File: config.mk
export PLATFORM = sky130hd
export DESIGN_NAME = fosl_dp
export DESIGN_NICKNAME = d
export VERILOG_FILES = /design/src/rtl/core/fosl_pkg.sv /design/src/rtl/core/fosl_dp.sv
export SDC_FILE = /design/constraint.sdc
export NUM_CORES = 2
export LEC_CHECK = 0
export ABC_AREA = 1
export BUFFER_PORTS_ARGS = -buffer_cell sky130_fd_sc_hd__buf_4
export CORE_AREA = 4 4 285 287
export DETAILED_ROUTE_END_ITERATION = 6
export DIE_AREA = 0 0 289 291
export PLACE_DENSITY_LB_ADDON = 0.2
export SLEW_MARGIN = 20
export SYNTH_ARGS = -nofsm -noshare
export SYNTH_HDL_FRONTEND = slang
export SYNTH_SLANG_ARGS = --single-unit
export TNS_END_PERCENT = 20
File: constraint.sdc
create_clock -name clk -period 12.2 [get_ports clk]
set_input_delay 1.83 -clock clk [delete_from_list [all_inputs] [get_ports clk]]
set_output_delay 1.83 -clock clk [all_outputs]
set_load 0.01 [all_outputs]
File: src/rtl/core/fosl_pkg.sv
`timescale 1ns / 1ps
`default_nettype none

package fosl_pkg;

    localparam int DEPTH  = 16;
    localparam int CNT_W  = 16;
    localparam int VAL_W  = 32;
    localparam int IDX_W  = (DEPTH > 1) ? $clog2(DEPTH) : 1;
    localparam int USED_W = $clog2(DEPTH + 1);
    localparam int STAT_W = 2;
    localparam int POS_W  = 4;
    localparam int ACNT_W = 16;

    localparam logic OP_APPEND = 1'b0;
    localparam logic OP_LOCATE = 1'b1;

    localparam logic [STAT_W-1:0] ST_OK   = 2'd0;
    localparam logic [STAT_W-1:0] ST_MISS = 2'd1;
    localparam logic [STAT_W-1:0] ST_FULL = 2'd2;

    typedef struct packed {
        logic load;
        logic search;
        logic commit;
    } dp_cmd_t;

endpackage

`default_nettype wire

File: src/rtl/core/fosl_dp.sv
`timescale 1ns / 1ps
`default_nettype none

module fosl_dp import fosl_pkg::*;
(
    input  wire logic                    clk,
    input  wire logic                    rst_n,
    input  wire dp_cmd_t                 cmd,
    input  wire logic                    opcode,
    input  wire logic signed [VAL_W-1:0] value,
    output logic [STAT_W-1:0]            status,
    output logic [POS_W-1:0]             position,
    output logic [ACNT_W-1:0]            access_count
);

    logic [VAL_W-1:0]  val_reg [DEPTH];
    logic [CNT_W-1:0]  cnt_reg [DEPTH];
    logic [VAL_W-1:0]  val_prev [DEPTH];
    logic [CNT_W-1:0]  cnt_prev [DEPTH];
    logic [USED_W-1:0] used_reg;
    logic              op_reg;
    logic [VAL_W-1:0]  key_reg;

    logic              hit_reg, hit_next;
    logic [IDX_W-1:0]  hit_idx_reg, hit_idx_next;
    logic [CNT_W-1:0]  new_cnt_reg, new_cnt_next;

    logic [IDX_W-1:0]  dest_idx;
    logic [IDX_W-1:0]  tail_idx;
    logic              full;

    logic [STAT_W-1:0] status_reg, status_next;
    logic [POS_W-1:0]  pos_reg, pos_next;
    logic [ACNT_W-1:0] acnt_reg, acnt_next;

    assign full     = (used_reg == USED_W'(DEPTH));
    assign tail_idx = used_reg[IDX_W-1:0];

    // neighbor taps for the one-step shift toward the tail
    assign val_prev[0] = val_reg[0];
    assign cnt_prev[0] = cnt_reg[0];
    for (genvar g = 1; g < DEPTH; g++)
    begin : g_prev
        assign val_prev[g] = val_reg[g-1];
        assign cnt_prev[g] = cnt_reg[g-1];
    end

    // parallel compare, first match from the head wins
    always_comb
    begin
        hit_next     = 1'b0;
        hit_idx_next = '0;
        for (int k = DEPTH - 1; k >= 0; k--)
        begin
            if ((USED_W'(k) < used_reg) && (val_reg[k] == key_reg))
            begin
                hit_next     = 1'b1;
                hit_idx_next = IDX_W'(k);
            end
        end
        new_cnt_next = (cnt_reg[hit_idx_next] == '1) ? cnt_reg[hit_idx_next]
                                                      : cnt_reg[hit_idx_next] + 1'b1;
    end

    // destination: one past the last earlier entry whose count is greater
    always_comb
    begin
        dest_idx = '0;
        for (int k = 0; k < DEPTH; k++)
        begin
            if ((IDX_W'(k) < hit_idx_reg) && (cnt_reg[k] > new_cnt_reg))
            begin
                dest_idx = IDX_W'(k + 1);
            end
        end
    end

    always_comb
    begin
        status_next = ST_OK;
        pos_next    = '0;
        acnt_next   = '0;
        if (op_reg == OP_APPEND)
        begin
            if (full)
            begin
                status_next = ST_FULL;
            end
            else
            begin
                pos_next = POS_W'(tail_idx);
            end
        end
        else if (hit_reg)
        begin
            pos_next  = POS_W'(dest_idx);
            acnt_next = ACNT_W'(new_cnt_reg);
        end
        else
        begin
            status_next = ST_MISS;
        end
    end

    always_ff @(posedge clk or negedge rst_n)
    begin
        if (!rst_n)
        begin
            used_reg <= '0;
        end
        else if (cmd.commit && (op_reg == OP_APPEND) && !full)
        begin
            used_reg <= used_reg + 1'b1;
        end
    end

    always_ff @(posedge clk)
    begin
        if (cmd.load)
        begin
            op_reg  <= opcode;
            key_reg <= value;
        end
        if (cmd.search)
        begin
            hit_reg     <= hit_next;
            hit_idx_reg <= hit_idx_next;
            new_cnt_reg <= new_cnt_next;
        end
        if (cmd.commit)
        begin
            status_reg <= status_next;
            pos_reg    <= pos_next;
            acnt_reg   <= acnt_next;
            if (op_reg == OP_APPEND)
            begin
                if (!full)
                begin
                    val_reg[tail_idx] <= key_reg;
                    cnt_reg[tail_idx] <= '0;
                end
            end
            else if (hit_reg)
            begin
                for (int k = 0; k < DEPTH; k++)
                begin
                    if (IDX_W'(k) == dest_idx)
                    begin
                        val_reg[k] <= key_reg;
                        cnt_reg[k] <= new_cnt_reg;
                    end
                    else if ((IDX_W'(k) > dest_idx) && (IDX_W'(k) <= hit_idx_reg))
                    begin
                        val_reg[k] <= val_prev[k];
                        cnt_reg[k] <= cnt_prev[k];
                    end
                end
            end
        end
    end

    assign status       = status_reg;
    assign position     = pos_reg;
    assign access_count = acnt_reg;

endmodule

`default_nettype wire

Word level (Yosys, flattened, before mapping)

Memories as Yosys holds them, arrays and structs flattened.
Cells that the tools add are included.
Widths: inputs -> output; s select.

Bitwise gates (word level): 33
Magnitude comparators: 80
Muxes and demuxes: 258
Add/sub/neg operators: 2
Eq/ne operators: 33
Reductions and logical operators: 56

Operator list:

| kind                  | count |
|---|---|
| $mux 32               | 17 |
| $eq 32x32->1          | 16 |
| $mux 16               | 18 |
| $gt 16x16->1          | 16 |
| $mux 1                | 185 |
| $mux 4                | 36 |
| $logic_and 1x1->1     | 50 |
| $lt 4x5->1 const A    | 8 |
| $eq 4x4->1 const A    | 8 |
| $gt 4x4->1 const A    | 8 |
| $le 4x4->1 const A    | 8 |
| $lt 4x4->1 const A    | 8 |
| $or 1x1->1            | 32 |
| $reduce_or 32->1      | 1 |
| $lt 3x5->1 const A    | 4 |
| $add 16x1->16 const B | 1 |
| $eq 16x16->1 const B  | 1 |
| $eq 3x4->1 const A    | 4 |
| $gt 3x4->1 const A    | 4 |
| $le 3x4->1 const A    | 4 |
| $lt 3x4->1 const A    | 4 |
| $reduce_or 16->1      | 1 |
| $reduce_or 15->1      | 1 |
| $lt 1x5->1 const A    | 2 |
| 16 further kinds      | 25 |

Logic and storage cells: 473
Memories kept: 2
Output and inout port bits: 22
Input bits: 38
RAM bits: 768
Register bits: 81

Memory list:

| memory  | depth | width | read ports | clocked after Yosys merged registers in | wr ports | line          | RTL |
|---|---|---|---|---|---|---|---|
| val_reg | 16    | 32    | 16         | 0                                       | 16       | fosl_dp.sv:16 | `logic [VAL_W-1:0] val_reg [DEPTH];` |
| cnt_reg | 16    | 16    | 17         | 0                                       | 16       | fosl_dp.sv:17 | `logic [CNT_W-1:0] cnt_reg [DEPTH];` |

Depth between registers and ports, before layout

An unclocked memory read counts as a cell.

Depth in word-level cells: 30
Mapped depth: 44
Gate-level depth less buffers: 40

Worst setup path before layout

No wires, ideal clock.

Path type: input to register
From: input port cmd[0] in the netlist's numbering
To: memory cnt_reg[7][0], enable pin
Setup time: 520 ps
Stages on the path: 6
Slack: 5919 ps
Path buffers: 0
Data required time: 11680 ps
Arrival time: 5761 ps
Cell sequence: inv_1 nor2_1 nand2_1 inv_1 nand2_1 o21ai_0

RTL lines:

| element     | line          | RTL |
|---|---|---|
| from (decl) | fosl_dp.sv:8  | `input wire dp_cmd_t cmd,` |
| to (decl)   | fosl_dp.sv:17 |  |

Worst setup path in the final report

From: register key_reg[23]
To: register new_cnt_reg[6], data pin

Longest elaborated chain between the ends: 21
Elaborated cells on any way between the ends: 52
Those cells by class: add/sub (1); eq/ne (17); mux (17); reduce/logical (16); memory (1)

RTL lines:

| element                                       | line                         | RTL |
|---|---|---|
| from (decl)                                   | fosl_dp.sv:22                | `logic [VAL_W-1:0] key_reg;` |
| from (signal assigned)                        | fosl_dp.sv:122               | `key_reg <= value;` |
| $eq 32x32->1                                  | fosl_dp.sv:55                | `if ((USED_W'(k) < used_reg) && (val_reg[k] == key_reg))` |
| $logic_and 1x1->1                             | fosl_dp.sv:55                |  |
| $mux 4 (15 in a row)                          | fosl_dp.sv:55                |  |
| $mux 4 *                                      | fosl_dp.sv:55                |  |
| $mem_v2 16x16 *                               | --                           |  |
| $add 16x1->16 or $eq 16x16->1 (tied branches) | fosl_dp.sv:62, fosl_dp.sv:61 |  |
| $mux 16 *                                     | fosl_dp.sv:61                | `new_cnt_next = (cnt_reg[hit_idx_next] == '1) ? cnt_reg[hit_idx_next]` |
| named net new_cnt_next[6]                     | fosl_dp.sv:26                | `logic [CNT_W-1:0] new_cnt_reg, new_cnt_next;` |
| to (signal assigned)                          | fosl_dp.sv:128               | `new_cnt_reg <= new_cnt_next;` |
| to (decl)                                     | fosl_dp.sv:26                |  |

Mark *: on every way through the listed nets, which the timed path passes. The rest lies on a longest branch.
A chain may end at the register's enable or synchronous reset.

==> results.ini <==
[finish]
final_cells=6735
drive_gt1_share_pct=7.10
fillCellCount=6242
largest_register_ff_count=512
finish.utilization_pct=69.6
stdcell_area_mm2=0.0547
nets=5885
area_growth_pct=7.87

[synth]
synth_nets=5978
ys_seq_area_share_pct=50.2
yosysWarningCount=0
syn_area_mm2=0.0507
synth_edf_count=844
synth_top_area_share_pct=50.0
async_reset_ff_share_pct=0.589
synth_area_leader_cell=edfxtp_1
synth_flop_cell=edfxtp_1
synth_cell_type_count=58
ys_ff_latch=849
avgSynthCellArea_um2=8.90
syn-instance-count=5695
synth_area_leaders=edfxtp_1, nand2_1, ha_1

[sta]
worstMarginPinSlew_ns=1.21
rsz0062_at_grt=no
period_share_pct=61.5
fin_ws_ns=4.70
period_needed_ns=7.50
slew_headroom_pct=19.1
hold_ws_ns=0.580
max_freq_mhz=133
slew_violations=0
setup_viol=0
tns_ns=0
hold_violations=0
finalClockSkew_ns=0.0448

[placed_design]
dpl_cell_area_mm2=0.0517
portBuffers=59
place_hpwl_mm=129
gp_congestion=1.04
dp_slack_ns=4.95
placed_cells=6555

[clock_network]
cts_buffers=94
clk_path_buf_depth=3
post-cts-setup-buffers=0
clock_latency_ns=0.70
cts_root_buffer=clkbuf_16
tritoncts=built
clock-sinks=849
h-tree-depth=3
cts_hold_buf=0
cts.clk_slew.worst_paths_ns=0.06
post_cts_resized=0

[global_route]
antenna_found_initial=5
grt_first_pass_wirelength_mm=278
grt_overflow=0
grt_usage_pct=45.0
grt_pass1_vias=41100
grt_max_degree=97

[power]
seq_power_share_pct=47.0
p_switching_mw=2.26
ir_worst_vdd_mv=0.141
power_mw=7.54
switching_share_pct=29.9
p_leak_nw=22.7
p_int_mw=5.29
power_density_mw_per_mm2=138
comb_power_share_pct=15.6
clkPwrFrac_pct=37.4

[routing]
viasPerCell=6.67
ant_nets=0
drc_errors=21
wirelength_mm=193
vias=44900
firstDrtPassIters=7
drt_first_iter_violations=8003
drt-wirelength-per-cell_um=28.6

[status]
violations=DRC
status=finished with violations

[worst_setup_path]
critPathLaunchType=flip-flop
r2r_cells=40
required_ns=12.63
cp_data_arrival_time_ns=7.92
crit_path_frequent_cell=nand2_1
path_max_fanout=58
max_stage_delay_ns=0.65
crit_type=reg2reg
cpMaxStageDelayCell=buf_4
critPathCaptureType=flip-flop

[die]
die_x_um=289
start_util_pct=64.5
pin_count=60
die_h_um=291
fp-row-count=103
fp.dieArea_mm2=0.0841
fp.coreArea_mm2=0.0786

[min_path]
hp-class=reg2reg
whs_path_depth=2

[run]
maxCapViolCount=0

[routing by layer]
metal / GRT usage (%) / share of wire, %
met2: 61.5 / 40
met5: 0 / 0.018
met3: 16.1 / 17
met1: 63.9 / 36
met4: 21.2 / 5.8
[worst max-delay path: cells and delay by family (launching register included)]
family | cells | cell delay (ns)
adder cells (fa/ha/maj) | 1 | 0.23
buffers and inverters | 6 | 2.36
flip-flops | 1 | 0.34
AO/OA/AOI/OAI | 1 | 0.13
AND/OR/NAND/NOR | 32 | 4.07
[final timing paths]
check,endpoint,startpoint,slack (ns)
setup / recovery,new_cnt_reg[6],key_reg[23],4.70
hold / removal,val_reg[11][8],val_reg[10][8],0.58
setup reg to reg,new_cnt_reg[6],key_reg[23],4.70
hold reg to reg,val_reg[11][8],val_reg[10][8],0.58
max in group asynchronous,used_reg[3],rst_n,11.06
min in group asynchronous,used_reg[4],rst_n,0.97
[placed cells by master, fill, tap and decap left out, drive strengths merged, types with 17 or more instances in the layout]
master	Yosys	routed
a211oi	61	61
a21oi	313	313
a221oi	17	17
buf	168	156
clkbuf	177	114
clkinv	6	53
edfxtp	844	844
ha	245	245
inv	593	598
mux2	27	27
nand2	1282	1282
nand3	263	263
nand4	82	82
nor2	443	443
nor3	32	32
nor4	47	47
o2111ai	20	20
o21ai	550	550
o22ai	201	201
xnor2	164	164
xor2	58	58
[cells by family after synthesis]
family          share of synthesized area, %
compound gates                          13.6
flops                                   50.2
xor+xnor                                3.84
fa+ha+maj                               6.05
mux                                    0.600
simple gates                            17.9
buf+inv                                 7.80
[power by group through the flow]
stage | clock network, mW | registers, mW | logic (mW)
floorplan | 0 | 3.55 | 0.676
global placement | 0 | 3.59 | 1.09
detailed placement | 0 | 3.60 | 1.11
CTS | 2.82 | 3.54 | 1.12
global route | 2.93 | 3.55 | 1.24
finish | 2.82 | 3.55 | 1.17
[synth_stat cells, types with 4 or more instances]
master and number:
a211oi_1 61, a21o_1 5, a21oi_1 312, a221oi_1 16, and2_1 4, and3_1 5, buf_1 19, buf_2 82
buf_4 52, buf_6 15, clkbuf_1 177, clkinv_1 6, dfrtp_1 5, edfxtp_1 844, ha_1 245, inv_1 550
inv_2 42, mux2_2 27, nand2_1 1279, nand3_1 262, nand3b_1 16, nand4_1 81, nor2_1 438, nor2_2 5
nor3_1 30, nor4_1 46, o2111ai_1 20, o211a_1 16, o211ai_1 12, o21a_1 4, o21ai_0 507, o21ai_1 43
o21bai_1 5, o221ai_1 9, o22ai_1 201, o31ai_1 5, or4_1 4, xnor2_1 164, xor2_1 58
[final cells by class]
cell class	count	area, um^2	area share [%]
inverters	599	2250	4.12
multi-input cells	3902	21500	39.3
well taps	1050	1310	2.40
diodes	6	15.0	0.0275
flip-flops and latches	849	25500	46.6
clock buffers	114	2450	4.48
clock inverters	59	533	0.975
repair buffers	156	1180	2.16
Note: power is estimated with default switching activity, not from simulation.
