$ cat config.mk
export PLATFORM = sky130hd
export DESIGN_NAME = fosl_ctrl
export DESIGN_NICKNAME = d
export VERILOG_FILES = /design/src/rtl/core/fosl_pkg.sv /design/src/rtl/core/fosl_ctrl.sv
export SDC_FILE = /design/constraint.sdc
export NUM_CORES = 1
export LEC_CHECK = 0
export ABC_AREA = 1
export BUFFER_PORTS_ARGS = -buffer_cell sky130_fd_sc_hd__clkbuf_2
export CORE_AREA = 3 3 40 42
export DETAILED_ROUTE_END_ITERATION = 10
export DIE_AREA = 0 0 43 45
export PLACE_DENSITY = 0.42
export SYNTH_ARGS = -nofsm -noshare
export SYNTH_HDL_FRONTEND = slang
export SYNTH_SLANG_ARGS = --single-unit
$ cat constraint.sdc
create_clock -name clk -period 2.25 [get_ports clk]
set_input_delay 0.3375 -clock clk [delete_from_list [all_inputs] [get_ports clk]]
set_output_delay 0.3375 -clock clk [all_outputs]
set_load 0.005 [all_outputs]
$ cat src/rtl/core/fosl_pkg.sv
`timescale 1ns / 1ps
`default_nettype none

package fosl_pkg;

    localparam int DEPTH  = 16;
    localparam int CNT_W  = 16;
    localparam int VAL_W  = 32;
    localparam int IDX_W  = (DEPTH > 1) ? $clog2(DEPTH) : 1;
    localparam int USED_W = $clog2(DEPTH + 1);
    localparam int STAT_W = 2;
    localparam int POS_W  = 4;
    localparam int ACNT_W = 16;

    localparam logic OP_APPEND = 1'b0;
    localparam logic OP_LOCATE = 1'b1;

    localparam logic [STAT_W-1:0] ST_OK   = 2'd0;
    localparam logic [STAT_W-1:0] ST_MISS = 2'd1;
    localparam logic [STAT_W-1:0] ST_FULL = 2'd2;

    typedef struct packed {
        logic load;
        logic search;
        logic commit;
    } dp_cmd_t;

endpackage

`default_nettype wire

$ cat src/rtl/core/fosl_ctrl.sv
`timescale 1ns / 1ps
`default_nettype none

module fosl_ctrl import fosl_pkg::*;
(
    input  wire logic    clk,
    input  wire logic    rst_n,
    input  wire logic    in_valid,
    output logic         in_ready,
    output logic         out_valid,
    input  wire logic    out_ready,
    output dp_cmd_t      cmd
);

    typedef enum logic [1:0] {
        S_IDLE,
        S_SEARCH,
        S_UPDATE
    } state_t;

    state_t state_reg, state_next;
    logic   out_valid_reg, out_valid_next;
    logic   out_free;
    logic   in_xfer;

    assign out_free = !out_valid_reg || out_ready;
    assign in_ready = (state_reg == S_IDLE) || ((state_reg == S_UPDATE) && out_free);
    assign in_xfer  = in_valid && in_ready;

    assign cmd.load   = in_xfer;
    assign cmd.search = (state_reg == S_SEARCH);
    assign cmd.commit = (state_reg == S_UPDATE) && out_free;

    always_comb
    begin
        state_next     = state_reg;
        out_valid_next = out_valid_reg;
        if (out_valid_reg && out_ready)
        begin
            out_valid_next = 1'b0;
        end
        unique case (state_reg)
            S_IDLE:
            begin
                if (in_xfer)
                begin
                    state_next = S_SEARCH;
                end
            end
            S_SEARCH:
            begin
                state_next = S_UPDATE;
            end
            S_UPDATE:
            begin
                // hold until the result register can take the result
                if (out_free)
                begin
                    out_valid_next = 1'b1;
                    state_next     = in_xfer ? S_SEARCH : S_IDLE;
                end
            end
            default:
            begin
                state_next = S_IDLE;
            end
        endcase
    end

    always_ff @(posedge clk or negedge rst_n)
    begin
        if (!rst_n)
        begin
            state_reg     <= S_IDLE;
            out_valid_reg <= 1'b0;
        end
        else
        begin
            state_reg     <= state_next;
            out_valid_reg <= out_valid_next;
        end
    end

    assign out_valid = out_valid_reg;

endmodule

`default_nettype wire

-- Word-level counts from Yosys, hierarchy flattened
Cells that the tools add are included.
- flip-flop bits (word level): 3
- output and inout bits: 5
- word-level logic and storage cells: 21
- bits of input ports: 4
- reductions and logical operators: 8
- equality and inequality tests: 4
- mux-type cells: 7
- operators with widths (operator ; count):
    2-bit one-hot mux with 3 select lines ; 1
    1-bit two-way mux ; 4
    2-bit two-way mux ; 2
    2-bit inequality test (second input constant) ; 2
    1-bit logical AND ; 3
    2-bit by 1-bit == test with 1-bit output (second input constant) ; 1
    2-bit == test (second input constant) ; 1
    2-bit zero test ; 1
    1-bit logical OR ; 2
    2-bit AND reduction ; 1
    1-bit zero test ; 1

-- Depth between registers and ports, before layout
Gate-level depths: netlist of the first run.
- depth in word-level cells: 8
- gate-level depth with buffers: 5
- depth with buffers taken out: 4

-- Worst setup path after synthesis of the first run
OpenSTA, ideal clock, no wires.
- kind: reg-to-output
- start: register out_valid_reg (netlist: out_valid)
- end: output port cmd[2] (netlist name)
- cell stages (with the launch flop): 5
- data arrival time: 0.727 ns
- buffers on the path: 1
- path slack: 1.185 ns
- data required time: 1.913 ns
- cells stage by stage: dfrtp_1 nand3_1 nand2_2 nor2_1 buf_4
- longest elaborated chain between the ends: 5
- ends and longest elaborated chain (item ; line ; text):
    start: declaration ; fosl_ctrl.sv:22 ; logic out_valid_reg, out_valid_next;
    start signal: assignment ; fosl_ctrl.sv:80 ; out_valid_reg <= out_valid_next;
    1-bit zero test ; fosl_ctrl.sv:26 ; assign out_free = !out_valid_reg || out_ready;
    1-bit logical OR ; fosl_ctrl.sv:26 ;
    1-bit logical AND ; fosl_ctrl.sv:27 ; assign in_ready = (state_reg == S_IDLE) || ((state_reg == S_UPDATE) && out_free);
    1-bit logical OR ; fosl_ctrl.sv:27 ;
    1-bit logical AND ; fosl_ctrl.sv:28 ; assign in_xfer = in_valid && in_ready;
    end: declaration ; fosl_ctrl.sv:12 ; output dp_cmd_t cmd
No other way between the ends.

==> impl_metrics.json, run 1 <==
{
  "gp_congestion": 0.6138,
  "yosysUniqueCellTypes": 10,
  "dr.first_iter.drc_count": 0,
  "cp_num_buf_inv": 1,
  "netlist_instances": 22,
  "yosys_warnings": 0,
  "clk_path_buf_depth": 2,
  "cts_tree": "done",
  "final_util_pct": 19.08,
  "syn_area_sq_um": 165.2,
  "p_total_uw": 200.3,
  "worst_path_max_delay_cell": "dfrtp_1",
  "io_buffer_count": 8,
  "worstMarginPinSlew_ns": 0.1148,
  "yosysSeqAreaShare_pct": 45.45,
  "routed_wl_um": 309,
  "fmax_mhz": 756.4,
  "antenna_found_initial": 0,
  "cts_root_buffer": "clkbuf_4",
  "grt_start_max_net_pins": 5,
  "syn2layout_area_growth_pct": 48.49,
  "cp-end-kind": "output port",
  "vias": 151,
  "fin_nets": 38,
  "crit_chain": "nand3_1 > nand2_2 > nor2_1 > clkbuf_2",
  "grt_pass1_vias": 163,
  "grt_usage_pct": 4.090,
  "finalHoldViolCount": 0,
  "p_switching_uw": 53.65,
  "multi_input_area_sq_um": 52.55,
  "post-route-period-util_pct": 58.76,
  "p_leak_uw": 0.0001415,
  "drive_gt1_share_pct": 48.48,
  "die_area_sq_um": 1935,
  "grt_overflow": 0,
  "r2r_setup_slack_ns": 1.53,
  "cts_buffers": 3,
  "crit_fanout": 4,
  "dieHeight_um": 45,
  "path_class": "reg -> out",
  "hold_path_end": "state_reg[0]",
  "syn-num-nets": 26,
  "r2r-end": "state_reg[0]",
  "cp.arrival_ns": 0.98,
  "fill_cells": 155,
  "crit_required_ns": 1.91,
  "drv_slew": 0,
  "register_area_sq_um": 75.07,
  "diodes": 0,
  "die_w_um": 43,
  "start_util_pct": 12.85,
  "crit_family": "flip-flops",
  "finalSetupViolCount": 0,
  "power.density_nw_per_um2": 816.8,
  "drc": 0,
  "io_pins": 9,
  "clk_transition_reported_paths_ns": 0.04,
  "core_sq_um": 1285,
  "pwr-share-seq_pct": 33.9,
  "reg2regPathDepth": 3,
  "postCtsSetupBuffers": 0,
  "ir_drop_mv": 0.2054,
  "fin_crit_ns": 1.322,
  "hold_depth": 3,
  "rsz0062_at_grt": "false",
  "maxCapViolCount": 0,
  "largest_register_ffs": 2,
  "tns_ns": 0,
  "synth_seq_cells": 3,
  "outcome": "finished clean",
  "htree_levels": 1,
  "dp_hpwl_um": 273.2,
  "ant_nets": 0,
  "via_per_inst": 3.146,
  "first_pass_iters": 1,
  "slew_headroom_pct": 92.33,
  "comb_power_share_pct": 19.7,
  "power.share.clock_pct": 46.4,
  "wl_per_cell_um": 6.438,
  "p_int_uw": 146.6,
  "clock_latency_ns": 0.23,
  "grt_pass1_wl_um": 524,
  "switching_share_pct": 26.79,
  "rows": 13,
  "skew_ns": 0.0001327,
  "critPathLaunchType": "register",
  "min_from": "in_valid",
  "syn_area_per_cell_sq_um": 7.507,
  "r2r_start": "out_valid",
  "slowest_delay_ns": 0.39,
  "cts_sinks": 3,
  "hold_path.class": "in -> reg"
}
-- through the flow --
step                setup slack, ns  cells  hold slack (ns)  instance area [sq um]
floorplan                     1.185     22          0.04191                  165.2
global route                 0.8414     48           0.3353                  245.2
finish                       0.9279     48           0.3252                  245.2
detailed placement            1.090     43           0.1386                  209.0
global placement              1.088     43           0.1379                  209.0
CTS                          0.8996     48           0.3217                  245.2
-- kinds of logic (layout without fill, tap and decap cells) --
| group | Yosys count | in the layout | share of synthesized area [%] |
|---|---|---|---|
| simple gates | 10 | 10 | 26.51 |
| compound gates | 1 | 1 | 5.304 |
| flops | 3 | 3 | 45.45 |
| buf+inv | 8 | 19 | 22.72 |
-- Yosys cell counts --
master   instances  area (sq um)
buf_4            2         15.01
dfrtp_1          3         75.07
inv_1            4         15.01
inv_2            2         7.510
nand2_1          3         11.26
nand2_2          1         6.260
nand3_1          1         5.000
nor2_1           4         15.01
nor2_2           1         6.260
o21ai_2          1         8.760
-- power by group through the flow --
stage / clock [uW] / sequential (uW) / combinational (uW)
2_1_floorplan: 0 / 68.3 / 26.7
6_report: 92.9 / 67.8 / 39.5
3_3_place_gp: 0 / 69.0 / 40.0
3_5_place_dp: 0 / 68.8 / 40.0
4_1_cts: 98.1 / 68.1 / 41.4
5_1_grt: 105 / 69.2 / 45.4
-- final cells by class --
type	count	area share, %
Sequential cell	3	30.61
Multi-Input combinational cell	11	21.43
Timing Repair Buffer	9	20.41
Clock buffer	4	10.71
Inverter	6	9.184
Tap cell	15	7.653
-- worst min-delay path, delay by kind of cell --
| kind | cells | cell delay [ns] |
|---|---|---|
| and+or+nand+nor | 1 | 0.05 |
| buffers and inverters | 2 | 0.13 |
-- repair_timing --
item                                    in CTS  in global routing
endpoints found under the setup margin       0                  0
gates resized for setup                      0                  0
hold endpoints to repair                     3                  0
hold buffers                                 1                  0
-- per-layer routing --
layer  up-vias  wire length [um]  share of wire [%]  global-route usage (%)
met5         -                 0                  0                       0
met4         0                 0                  0                   5.422
met3         0                23                7.4                   2.789
met2         2               198                 64                   7.485
met1        67                87                 28                   1.942
li1         82                 -                  -                       -
-- how the worst max path moves through the flow --
stage,start,endpoint,slack (ns),cells past startpoint
after floorplan,out_valid,cmd[2],1.19,4
after global placement,out_ready,cmd[2],1.09,6
after detailed placement,out_ready,cmd[2],1.09,6
after CTS,out_valid,cmd[2],0.90,4
after global routing,out_valid,cmd[2],0.84,4
final,out_valid,cmd[2],0.93,4
-- cells in the final DEF, fill, tap and decap left out --
| cell type | Yosys | layout |
|---|---|---|
| clkbuf_1 | 0 | 1 |
| clkbuf_2 | 0 | 8 |
| clkbuf_4 | 0 | 3 |
| dfrtp_1 | 3 | 3 |
| dlygate4sd3_1 | 0 | 1 |
| inv_1 | 4 | 4 |
| inv_2 | 2 | 2 |
| nand2_1 | 3 | 3 |
| nand2_2 | 1 | 1 |
| nand3_1 | 1 | 1 |
| nor2_1 | 4 | 4 |
| nor2_2 | 1 | 1 |
| o21ai_2 | 1 | 1 |
(Power assumes the default switching activity.)
==> run 2, diff against run 1 <==
- clock period: 2.25 -> 1.1 ns (I/O delays scaled with it)
==> run 2 against run 1 <==
Net effect:
- the flow now finishes with violations (setup timing)
- wire length rose by 1.9%
- sequential share of layout area down 0.61 points
- highest routed layer unchanged
- non-clock buffer count stayed put
- hold slack got worse by 0.17 ns
- clock-buffer cell count stayed put
- largest cell class unchanged
- first-iteration DRC count stayed put
- global-route usage is 0.33 points lower
- core utilization grew 0.39 points
- via count decreased by 0.66%
- final cell count unchanged
- final area increased by 2.0%
==> impl_metrics.json, run 2 (same netlist as run 1, synthesis figures left out) <==
{
  "hold_ws_ns": 0.1540,
  "r2r_start": "state_reg[1]",
  "cts_tree": "done",
  "layout_setup_ws_ns": -0.03856,
  "dp_hpwl_um": 258.1,
  "postCtsSetupBuffers": 0,
  "mostFrequentLayoutCell": "clkbuf_2",
  "rows": 13,
  "cts_root_buffer": "clkbuf_4",
  "fin_nets": 38,
  "pwr-share-seq_pct": 34.0,
  "p_int_uw": 300.4,
  "crit_fanout": 4,
  "final_util_pct": 19.47,
  "io_buffer_count": 8,
  "power.density_nw_per_um2": 1655,
  "grt_overflow": 0,
  "htree_levels": 1,
  "cp_num_buf_inv": 1,
  "wl_per_cell_um": 6.563,
  "min_from": "in_valid",
  "clock_latency_ns": 0.23,
  "clk_transition_reported_paths_ns": 0.04,
  "drv_slew": 0,
  "clk_path_buf_depth": 2,
  "vias": 150,
  "path_class": "reg -> out",
  "worst_path_max_delay_cell": "dfrtp_1",
  "fmax_mhz": 878.3,
  "antenna_found_initial": 0,
  "critPathLaunchType": "register",
  "finalSetupViolCount": 2,
  "fill_cells": 140,
  "outcome": "finished with violations",
  "ant_nets": 0,
  "die_area_sq_um": 1935,
  "largest_register_ffs": 2,
  "ir_drop_mv": 0.4036,
  "drc": 0,
  "comb_power_share_pct": 19.8,
  "slew_headroom_pct": 91.31,
  "cts_sinks": 3,
  "io_pins": 9,
  "cp.arrival_ns": 0.97,
  "via_per_inst": 3.125,
  "die_w_um": 43,
  "finalHoldViolCount": 0,
  "grt_start_max_net_pins": 5,
  "violations": "setup timing",
  "p_switching_uw": 113.7,
  "routed_wl_um": 315,
  "cts_buffers": 3,
  "diodes": 0,
  "start_util_pct": 12.85,
  "post-route-period-util_pct": 103.5,
  "final_cell_mix": "clkbuf_2, inv_1, nor2_1",
  "switching_share_pct": 27.46,
  "drive_gt1_share_pct": 51.52,
  "crit_chain": "nand3_2 > nand2_2 > nor2_1 > buf_2",
  "dieHeight_um": 45,
  "hold_path.class": "in -> reg",
  "core_sq_um": 1285,
  "rsz0062_at_grt": "true",
  "cp-end-kind": "output port",
  "syn2layout_area_growth_pct": 51.52,
  "grt_pass1_wl_um": 441,
  "crit_required_ns": 0.94,
  "gp_congestion": 0.6119,
  "power.share.clock_pct": 46.2,
  "worstMarginPinSlew_ns": 0.1304,
  "crit_start": "out_valid",
  "crit_family": "flip-flops",
  "grt_pass1_vias": 142,
  "slowest_delay_ns": 0.40,
  "grt_usage_pct": 3.756,
  "maxCapViolCount": 0,
  "dr.first_iter.drc_count": 0,
  "p_leak_uw": 0.0001425,
  "skew_ns": 0.0006009,
  "first_pass_iters": 1,
  "fin_crit_ns": 1.139
}
## run 2: cell count changes in the layout (fill, tap and decap cells not counted)
cell      change
nand3_2       +1
nand3_1       -1
buf_2         +1
clkbuf_2      -1
## run 2: area by class of cell
type	count	area (sq um)	area share [%]
repair buffers	9	50.05	20.00
clock buffers	4	26.28	10.50
multi-input cells	11	57.56	23.00
flip-flops and latches	3	75.07	30.00
inverters	6	22.52	9.000
well taps	15	18.77	7.500
## run 2: path summary, 6_finish.rpt
path                           endpoint  depth (start not counted)  slack [ns]
min                        state_reg[0]                          3        0.15
min in group asynchronous     out_valid                          2        0.26
max                              cmd[2]                          4       -0.04
max in group asynchronous  state_reg[0]                          2        0.73
max reg2reg                   out_valid                          2        0.38
min reg2reg                state_reg[0]                          3        0.53
## run 2: worst min-delay path: stages
cell,delay (ns)
clkbuf_2,0.08
inv_1,0.06
nor2_1,0.04
## run 2: through the flow
step | setup WS, ns | instance area (sq um) | TNS, ns | std cells | total power (uW)
floorplan | 0.2080 | 165.2 | 0 | 22 | 194.3
global placement | 0.1742 | 209.0 | 0 | 43 | 220.9
detailed placement | 0.1612 | 209.0 | 0 | 43 | 221.7
CTS | -0.06967 | 250.2 | -0.1479 | 48 | 424.9
global route | -0.1090 | 250.2 | -0.2556 | 48 | 446.2
finish | -0.03856 | 250.2 | -0.06767 | 48 | 414.1
## run 2: repair_timing
item	CTS	global route
resized for setup	1	1
hold buffers	1	0
pin swaps	0	2
setup endpoints to repair	3	4
endpoints found under the hold margin	3	0
## run 2: metal layers
metal  vias to the layer above  GRT usage [%]  routed length (um)
li1                         81              -                   -
met1                        67          1.456                 103
met2                         2          5.988                 190
met3                         0          3.984                  22
met4                         0          5.422                   0
met5                         -              0                   0
## run 2: power by group through the flow
stage          registers, uW  clock network (uW)  logic (uW)
3_3_place_gp             140                   0        80.8
3_5_place_dp             140                   0        81.7
5_1_grt                  142                 210        93.4
4_1_cts                  141                 199        85.5
6_report                 141                 191        82.2
2_1_floorplan            140                   0        54.5
